File: config.mk
export PLATFORM = sky130hd
export DESIGN_NAME = cau_div_cell
export DESIGN_NICKNAME = d
export VERILOG_FILES = /design/src/rtl/assert_macros.svh /design/src/rtl/cau_pkg.sv /design/src/rtl/cau_div_cell.sv
export SDC_FILE = /design/constraint.sdc
export NUM_CORES = 1
export LEC_CHECK = 0
export ABC_AREA = 1
export BUFFER_PORTS_ARGS = -buffer_cell sky130_fd_sc_hd__buf_2
export CELL_PAD_IN_SITES_DETAIL_PLACEMENT = 0
export CELL_PAD_IN_SITES_GLOBAL_PLACEMENT = 1
export CORE_AREA = 2 2 345 176
export DETAILED_ROUTE_END_ITERATION = 12
export DIE_AREA = 0 0 347 178
export GPL_TIMING_DRIVEN = 1
export PLACE_DENSITY_LB_ADDON = 0.25
export SKIP_CTS_REPAIR_TIMING = 1
export SYNTH_ARGS = -nofsm -noshare
export SYNTH_HDL_FRONTEND = slang
export SYNTH_SLANG_ARGS = --single-unit
File: constraint.sdc
create_clock -name clock -period 3 [get_ports clock]
set_clock_uncertainty 0.05 [all_clocks]
set_input_delay 0.6 -clock clock [delete_from_list [all_inputs] [get_ports clock]]
set_output_delay 0.6 -clock clock [all_outputs]
set_load 0.005 [all_outputs]
File: src/rtl/assert_macros.svh
// Assertion macros used by the complex arithmetic unit.
`ifndef ASSERT_MACROS_SVH
`define ASSERT_MACROS_SVH

// Concurrent check, masked while reset is high.
`define CAU_ASSERT(name, clk, rst, prop, msg) \
   name: assert property (@(posedge clk) disable iff (rst) prop) else $error(msg);

// Concurrent check that also holds during reset.
`define CAU_ASSERT_ALWAYS(name, clk, prop, msg) \
   name: assert property (@(posedge clk) prop) else $error(msg);

`endif

File: src/rtl/cau_pkg.sv
// Shared opcodes, status codes and pipeline control types of the complex arithmetic unit.
package cau_pkg;

   typedef enum logic [4:0] {
      OP_NEG  = 5'd0,
      OP_INC  = 5'd1,
      OP_DEC  = 5'd2,
      OP_ADD  = 5'd3,
      OP_SUB  = 5'd4,
      OP_MUL  = 5'd5,
      OP_DIV  = 5'd6,
      OP_EQ   = 5'd7,
      OP_NE   = 5'd8,
      OP_LT   = 5'd9,
      OP_LE   = 5'd10,
      OP_GT   = 5'd11,
      OP_GE   = 5'd12,
      OP_SADD = 5'd13,
      OP_SSUB = 5'd14,
      OP_SMUL = 5'd15,
      OP_SDIV = 5'd16
   } op_type;

   typedef enum logic [1:0] {
      ST_OK       = 2'd0,
      ST_DIV_ZERO = 2'd1,
      ST_SAT      = 2'd2
   } status_type;

   // how a result lane is finished
   typedef enum logic [1:0] {
      K_ZERO   = 2'd0,
      K_PLAIN  = 2'd1,
      K_SCALED = 2'd2,
      K_DIV    = 2'd3
   } kind_type;

   typedef struct packed {
      logic       valid;
      logic       is_div;
      logic       neg_re;
      logic       neg_im;
      logic       ovf_re;
      logic       ovf_im;
      logic       truth;
      status_type status;
   } ctrl_type;

endpackage

File: src/rtl/cau_div_cell.sv
// One restoring-division cell: develops one quotient bit per lane and hands on to the next cell.
module cau_div_cell #(
   parameter int W = 32
) (
   input  logic              clock,
   input  logic              reset,
   input  cau_pkg::ctrl_type prev_ctrl,
   input  logic [2*W-1:0]    prev_den,
   input  logic [2*W-1:0]    prev_rem_re,
   input  logic [W-1:0]      prev_qx_re,
   input  logic [2*W-1:0]    prev_rem_im,
   input  logic [W-1:0]      prev_qx_im,
   output cau_pkg::ctrl_type next_ctrl,
   output logic [2*W-1:0]    next_den,
   output logic [2*W-1:0]    next_rem_re,
   output logic [W-1:0]      next_qx_re,
   output logic [2*W-1:0]    next_rem_im,
   output logic [W-1:0]      next_qx_im
);

   localparam int DW = 2 * W;

   cau_pkg::ctrl_type ctrl_ff;
   logic [DW-1:0]     den_ff;
   logic [DW-1:0]     rem_re_ff, rem_re_in, rem_im_ff, rem_im_in;
   logic [W-1:0]      qx_re_ff, qx_re_in, qx_im_ff, qx_im_in;

   // qx holds the dividend bits still to come on top, quotient bits below
   function automatic logic [DW+W-1:0] step_fn(input logic [DW-1:0] rem,
                                               input logic [W-1:0] qx,
                                               input logic [DW-1:0] den);
      logic [DW:0]   t;
      logic          ge;
      logic [DW-1:0] r;
      t  = {rem, qx[W-1]};
      ge = (t >= {1'b0, den});
      r  = ge ? DW'(t - {1'b0, den}) : t[DW-1:0];
      return {r, qx[W-2:0], ge};
   endfunction

   always_comb begin
      if (prev_ctrl.is_div) begin
         {rem_re_in, qx_re_in} = step_fn(prev_rem_re, prev_qx_re, prev_den);
         {rem_im_in, qx_im_in} = step_fn(prev_rem_im, prev_qx_im, prev_den);
      end else begin
         rem_re_in = prev_rem_re;
         qx_re_in  = prev_qx_re;
         rem_im_in = prev_rem_im;
         qx_im_in  = prev_qx_im;
      end
   end

   always_ff @(posedge clock) begin
      if (reset) begin
         ctrl_ff <= '0;
      end else begin
         ctrl_ff <= prev_ctrl;
      end
   end

   always_ff @(posedge clock) begin
      den_ff    <= prev_den;
      rem_re_ff <= rem_re_in;
      qx_re_ff  <= qx_re_in;
      rem_im_ff <= rem_im_in;
      qx_im_ff  <= qx_im_in;
   end

   assign next_ctrl   = ctrl_ff;
   assign next_den    = den_ff;
   assign next_rem_re = rem_re_ff;
   assign next_qx_re  = qx_re_ff;
   assign next_rem_im = rem_im_ff;
   assign next_qx_im  = qx_im_ff;

endmodule

# Yosys cells after proc, flatten, opt, wreduce, memory -nomap -nowiden
# Index checks and enable logic that the tools add are counted.
# word_totals
register_bits	265
inputBits	267
# op_classes
mux	6
n_lt_le_gt_ge	2
add_sub_neg	2
# op_table
operator	n
2-to-1 mux 64 bit	4
greater-or-equal comparator 65 x 64 -> 1 bit	2
subtractor 64 bit	2
2-to-1 mux 32 bit	2

# Logic depth before layout (Yosys ltp)
# Gate-level depths: netlist (run 1).
# depth
word_depth	3
mapped_depth	19

# Worst setup path after synthesis (run 1)
# OpenSTA, ideal clock, no wires.
# synth_path
path_type	input to register
from	in prev_den[40]
to	reg rem_im_ff[62] (netlist: next_rem_im[62])
cell_stages	17
arrival_ps	2271
required_ps	2838
setup_slack_ps	566
setup_ps	112
path_cell_list	inv_1 -> ha_1 -> nand2_1 -> inv_1 -> a21oi_1 -> nand2_1 -> nand2_1 -> nand2_1 -> nand2_1 -> nand2_1 -> nor2_8 -> buf_2 -> nand3_1 -> nand2_1 -> inv_1 -> nand2_1 -> nand2_1
# synth_between
elab_chain_cells	3
# synth_lines
element	line_no	rtl
start, declared	cau_div_cell.sv:8	input logic [2*W-1:0] prev_den,
subtractor 64 bit or greater-or-equal comparator 65 x 64 -> 1 bit (tied branches)	cau_div_cell.sv:37, cau_div_cell.sv:36	
2-to-1 mux 64 bit *	cau_div_cell.sv:37	r = ge ? DW'(t - {1'b0, den}) : t[DW-1:0];
2-to-1 mux 64 bit *	cau_div_cell.sv:42	if (prev_ctrl.is_div) begin
net rem_im_in[62]	cau_div_cell.sv:25	logic [DW-1:0] rem_re_ff, rem_re_in, rem_im_ff, rem_im_in;
end signal, assigned	cau_div_cell.sv:65	rem_im_ff <= rem_im_in;
end, declared	cau_div_cell.sv:25	
# Mark *: on every way through the listed nets, which the timed path passes. The rest lies on a longest branch.
# A chain may end at the register's enable or synchronous reset.

# Worst setup path after layout (run 1)
# layout_path
from	in prev_den[46]
to	reg rem_re_ff[52] (netlist: next_rem_re[52])
# layout_between
elab_chain_cells	3
# layout_lines
element	line_no	rtl
subtractor 64 bit or greater-or-equal comparator 65 x 64 -> 1 bit (tied branches)	cau_div_cell.sv:37, cau_div_cell.sv:36	
2-to-1 mux 64 bit *	cau_div_cell.sv:37	
2-to-1 mux 64 bit *	cau_div_cell.sv:42	
net rem_re_in[52]	cau_div_cell.sv:25	
end signal, assigned	cau_div_cell.sv:63	rem_re_ff <= rem_re_in;
end, declared	cau_div_cell.sv:25	
# Marked as above.

==> results of run 1 <==
## path summary, 6_finish.rpt
| check | start | to | slack, ps | cells after the start |
|---|---|---|---|---|
| hold / removal | prev_den[36] | next_den[36] | 50 | 1 |
| setup / recovery | prev_den[46] | next_rem_re[52] | 210 | 18 |
## area by class of cell
type                            count  share of cell area (%)
Clock buffer                       37                    2.56
Inverter                          823                    10.5
Tap cell                          780                    3.31
Timing Repair Buffer              984                    21.6
Sequential cell                   265                    18.0
Multi-Input combinational cell   2678                    43.5
Antenna cell                        1                 0.00849
Clock inverter                     11                   0.505
## power breakdown
part,leakage [uW],switching [uW],total [uW],internal [uW]
Combinational,0.0153,2960,4980,2020
Clock,0.000432,1610,3630,2020
Sequential,0.00223,103,3980,3880
Total,0.0180,4670,12600,7920
## registers in the layout (all words and copies together) (netlist names)
name	count
next_rem_im	64
next_ctrl	9
next_den	64
next_rem_re	64
next_qx_im	32
next_qx_re	32
## cells in the final DEF, fill, tap and decap left out, drive strengths merged, types with 37 or more instances in the layout
master  instances
inv           824
dfxtp         265
clkbuf         37
xnor2          58
nand2        1577
nand3b         67
a21oi         101
buf           984
nand3         273
ha            128
nor2          225
o21ai         147
## routing by layer
layer  GRT usage (%)  share of wire, %  vias up
li1                -                 -    13438
met1            51.8                51    11593
met2            41.3                35     1175
met3            12.1                13       64
met4            4.38               1.3        0
met5               0                 0        -
## metrics by stage
| stage | hold slack [ps] | setup slack [ps] |
|---|---|---|
| 4_1_cts | 26.3 | 209 |
| 6_report | 47.9 | 210 |
| 3_3_place_gp | 667 | -397 |
| 3_5_place_dp | 668 | -410 |
| 5_1_grt | 35.5 | 126 |
| 2_1_floorplan | 578 | 566 |
## logic make-up (layout without fill, tap and decap cells)
kind of cell               after synthesis  in the layout  synth area share (%)
xor gates and xnor gates                62             62                  2.52
buffers and inverters                  900           1855                  16.1
adders and majority gates              130            130                  7.61
AOI/OAI and AO/OA                      267            267                  6.41
and+or+nand+nor                       2219           2219                  42.8
DFF                                    265            265                  24.6
other                                    0              1                     0
==> flow_metrics.py, run 1 <==
metrics = {
    "detailed_routing": {
        "drt_iter0_drc": 2945,
        "via_count": 26270,
        "drtPass1Iterations": 6,
        "antenna_left": 0,
        "routedWlPerCell_um": 18.9,
        "drt-total-wl_um": 105000,
        "post_drt_via_cell_ratio": 4.71,
        "drc": 0,
    },
    "power": {
        "p_total_uw": 12600,
        "powerDensity_nw_per_um2": 427,
        "power.leakage_uw": 0.0180,
        "peakVddDrop_v": 0.000485,
    },
    "place": {
        "placed_area_sq_um": 28600,
        "post-place-cells": 5530,
        "io_buffer_count": 531,
        "dp_hpwl_um": 91300,
        "place_congestion": 1.02,
    },
    "critical_path": {
        "slowest_delay_ps": 430,
        "cp.required_ps": 3440,
        "startpoint_type": "primary input",
        "crit_slowest_cell": "ha_1",
        "path_max_fanout": 11,
        "cpMostUsedCell": "nand2_1",
        "worstSetupPathType": "primary input to register",
        "crit_family": "simple AND/OR/NAND/NOR gates",
        "end_kind": "register",
        "critPathArrivalTime_ps": 3230,
        "critPathBufInv": 5,
        "crit_chain": "buf_2, inv_1, ha_1, nand2_1, inv_2, nand2_1, nor2_2, nand2_1, nor2_1, nand3_1, nand2_1, nor2_4, nand2_4, buf_12, buf_12, nand3_2, nand2_1, nand2_1",
    },
    "logic_synthesis": {
        "yosysWarnings": 0,
        "synthMostInstantiatedCell": "nand2_1",
        "syn_avg_cell_area_sq_um": 5.62,
        "syn_nets": 4240,
        "synthCells": 3843,
        "synth_commonest_cells": "nand2_1 (1563), inv_1 (808), nand3_1 (271), dfxtp_1 (265), nor2_1 (210)",
        "synthArstFlopShare_pct": 0,
        "synthTopCellsByArea": "nand2_1 (27%), dfxtp_1 (25%), inv_1 (14%), ha_1 (7.4%), nand3_1 (6.3%)",
        "synth_top_area_share_pct": 27.2,
        "post_synth_num_cell_types": 36,
        "ys_seq_elements": 265,
        "ys_seq_area_share_pct": 24.6,
        "netlist_area_sq_um": 21600,
        "yosysTopAreaCell": "nand2_1",
        "synth_edf_count": 0,
        "synth_ff_type": "dfxtp_1",
    },
    "clocking": {
        "cts-root-buf": "clkbuf_16",
        "numCtsBuffers": 26,
        "cts.clk_slew.worst_paths_ps": 70,
        "cts_tree": "built",
        "clk_path_buf_depth": 3,
        "htree_levels": 1,
        "cts.sinks": 265,
    },
    "worst_hold_path": {
        "hold_class": "primary input to register",
    },
    "sta": {
        "setup_tns_ps": 0,
        "fin_crit_ps": 2790,
        "drv_slew": 0,
        "tightest_slew_ps": 774,
        "post-route-period-util_pct": 93.0,
        "slew_headroom_pct": 48.4,
        "finalHoldViolations": 0,
        "setup_viol": 0,
        "rsz0062_at_grt": "no",
        "clock.fmax_mhz": 358,
    },
    "cells_and_area": {
        "fill_cells": 6360,
        "final_core_util_pct": 50.2,
        "drive_above_1_share_pct": 22.5,
        "nNetsFinal": 5175,
        "syn_to_final_growth_pct": 36.5,
        "instances_no_fill": 5579,
        "regArea_sq_um": 5310,
        "stdcell_area_sq_um": 29500,
        "multi_input_area_sq_um": 12800,
    },
    "flow_run": {
        "drv_cap": 0,
    },
    "global_route": {
        "grtUsageTotal_pct": 32.8,
        "grt_max_degree": 85,
        "antenna_found_initial": 1,
        "grt_overflow": 0,
        "grt_pass1_wl_um": 150000,
        "grt_pass1_vias": 23233,
    },
    "floorplan": {
        "die_w_um": 347,
        "die_y_um": 178,
        "ios": 532,
        "fp.coreArea_sq_um": 58700,
        "start_util_pct": 36.8,
        "die_area_sq_um": 61800,
        "rows": 63,
    },
    "run_status": {
        "status": "complete, no violations",
    },
}
Note: power is estimated with default switching activity, not from simulation.
==> run 2, diff against run 1 <==
--- a/config.mk
+++ b/config.mk
@@ -14,6 +14,7 @@
 export DIE_AREA = 0 0 347 178
 export GPL_TIMING_DRIVEN = 1
 export PLACE_DENSITY_LB_ADDON = 0.25
+export REMOVE_ABC_BUFFERS = 1
 export SKIP_CTS_REPAIR_TIMING = 1
 export SYNTH_ARGS = -nofsm -noshare
 export SYNTH_HDL_FRONTEND = slang
==> run 2 against run 1 <==
Fmax fell by 0.19%. Die area unchanged. Combinational power rose by 4%. Non-clock buffer count up 55. Via count is 0.70% higher. Sequential power barely moved. Critical path depth down 1. Largest cell class unchanged.
==> flow_metrics.py, run 2 (synthesis gave the netlist of run 1 again) <==
metrics = {
    "clocking": {
        "numCtsBuffers": 26,
        "clk_path_buf_depth": 3,
        "cts.clk_slew.worst_paths_ps": 70,
        "cts.sinks": 265,
        "cts-root-buf": "clkbuf_16",
        "htree_levels": 1,
        "cts_tree": "built",
    },
    "power": {
        "power.leakage_uw": 0.0183,
        "peakVddDrop_v": 0.000412,
        "p_clk_share_pct": 28.3,
        "powerDensity_nw_per_um2": 429,
        "p_switching_uw": 4730,
        "internal_power_uw": 8050,
        "comb_power_share_pct": 40.6,
        "sw_frac_of_total_pct": 37.0,
        "p_seq_share_pct": 31.2,
    },
    "sta": {
        "slew_headroom_pct": 54.2,
        "post-route-period-util_pct": 93.2,
        "drv_slew": 0,
        "tightest_slew_ps": 687,
        "clock.fmax_mhz": 358,
        "fin_crit_ps": 2800,
        "setup_viol": 0,
        "setup_tns_ps": 0,
        "rsz0062_at_grt": "no",
        "finalHoldViolations": 0,
    },
    "cells_and_area": {
        "regArea_sq_um": 5310,
        "fill_cells": 6448,
        "final_common_cell": "nand2_1",
        "syn_to_final_growth_pct": 38.2,
        "multi_input_area_sq_um": 12800,
        "stdcell_area_sq_um": 29800,
        "final_core_util_pct": 50.8,
        "layout_common_cells": "nand2_1 (1563), inv_1 (808), buf_2 (530), buf_4 (489), nand3_1 (271)",
        "nNetsFinal": 5230,
        "drive_above_1_share_pct": 23.4,
    },
    "detailed_routing": {
        "drc": 0,
        "drtPass1Iterations": 6,
        "drt-total-wl_um": 109000,
        "antenna_left": 0,
        "via_count": 26454,
        "post_drt_via_cell_ratio": 4.69,
        "routedWlPerCell_um": 19.3,
        "drt_iter0_drc": 2805,
    },
    "critical_path": {
        "critPathArrivalTime_ps": 3240,
        "critPathBufInv": 4,
        "end_kind": "register",
        "path_max_fanout": 13,
        "crit_chain": "buf_2, inv_1, ha_1, nand2_1, inv_1, nand2_1, nor2_1, nand2_1, nor2_1, nand3_1, nand2_1, nor2_4, nand2_4, buf_12, nand3_1, nand2_1, nand2_1",
        "startpoint_type": "primary input",
        "slowest_delay_ps": 510,
        "cpMostUsedCell": "nand2_1",
        "cp.required_ps": 3440,
        "crit_slowest_cell": "ha_1",
        "crit_family": "simple AND/OR/NAND/NOR gates",
        "worstSetupPathType": "primary input to register",
    },
    "place": {
        "placed_area_sq_um": 28900,
        "place_congestion": 1.04,
        "dp_hpwl_um": 95600,
        "io_buffer_count": 531,
    },
    "run_status": {
        "status": "complete, no violations",
    },
    "floorplan": {
        "fp.coreArea_sq_um": 58700,
        "die_area_sq_um": 61800,
        "die_y_um": 178,
        "start_util_pct": 36.8,
        "rows": 63,
        "die_w_um": 347,
        "ios": 532,
    },
    "global_route": {
        "grt_overflow": 0,
        "antenna_found_initial": 5,
        "grt_pass1_wl_um": 153000,
        "grt_pass1_vias": 23147,
        "grtUsageTotal_pct": 33.9,
        "grt_max_degree": 74,
    },
    "flow_run": {
        "drv_cap": 0,
    },
    "worst_hold_path": {
        "hold_class": "primary input to register",
    },
}
## run 2: cell types whose count changed in the layout (fill, tap and decap cells not counted), sizes merged
cell / delta
buf: +54
clkinv: +2
clkinvlp: -2
clkbuf: +1
diode: +1
## run 2: path summary, 6_finish.rpt
check | endpoint | from | cells past startpoint | slack, ps
worst max-delay path | next_rem_re[51] | prev_den[45] | 17 | 200
worst min-delay path | next_den[61] | prev_den[61] | 1 | 60
## run 2: final cells by class
type                            count  area share (%)
Timing Repair Buffer             1039            22.5
Clock buffer                       37            2.63
Clock inverter                     11           0.491
Sequential cell                   265            17.8
Multi-Input combinational cell   2678            42.9
Antenna cell                        2          0.0168
Tap cell                          780            3.27
Inverter                          823            10.4
## run 2: through the flow
step	power [uW]	hold slack (ps)	std cells	setup WS [ps]
6_report	12800	62.5	5635	204
5_1_grt	13500	45.7	5633	118
4_1_cts	12700	36.6	5633	277
3_5_place_dp	9080	668	5585	-346
3_3_place_gp	9090	666	5585	-334
2_1_floorplan	6380	578	3766	-277
## run 2: power by group through the flow
| stage | registers (uW) | clock network (uW) | logic (uW) |
|---|---|---|---|
| 3_5_place_dp | 4060 | 0 | 5020 |
| 6_report | 3980 | 3610 | 5180 |
| 2_1_floorplan | 4100 | 0 | 2270 |
| 3_3_place_gp | 4060 | 0 | 5030 |
| 5_1_grt | 4010 | 3840 | 5620 |
| 4_1_cts | 3990 | 3690 | 5050 |
## run 2: metal layers
metal	track usage [%]	up-vias	part of all wire (%)
met5	0	-	0.012
met4	3.39	2	1.1
met3	14.1	62	13
met2	40.9	1113	33
met1	54.2	11717	52
li1	-	13560	-
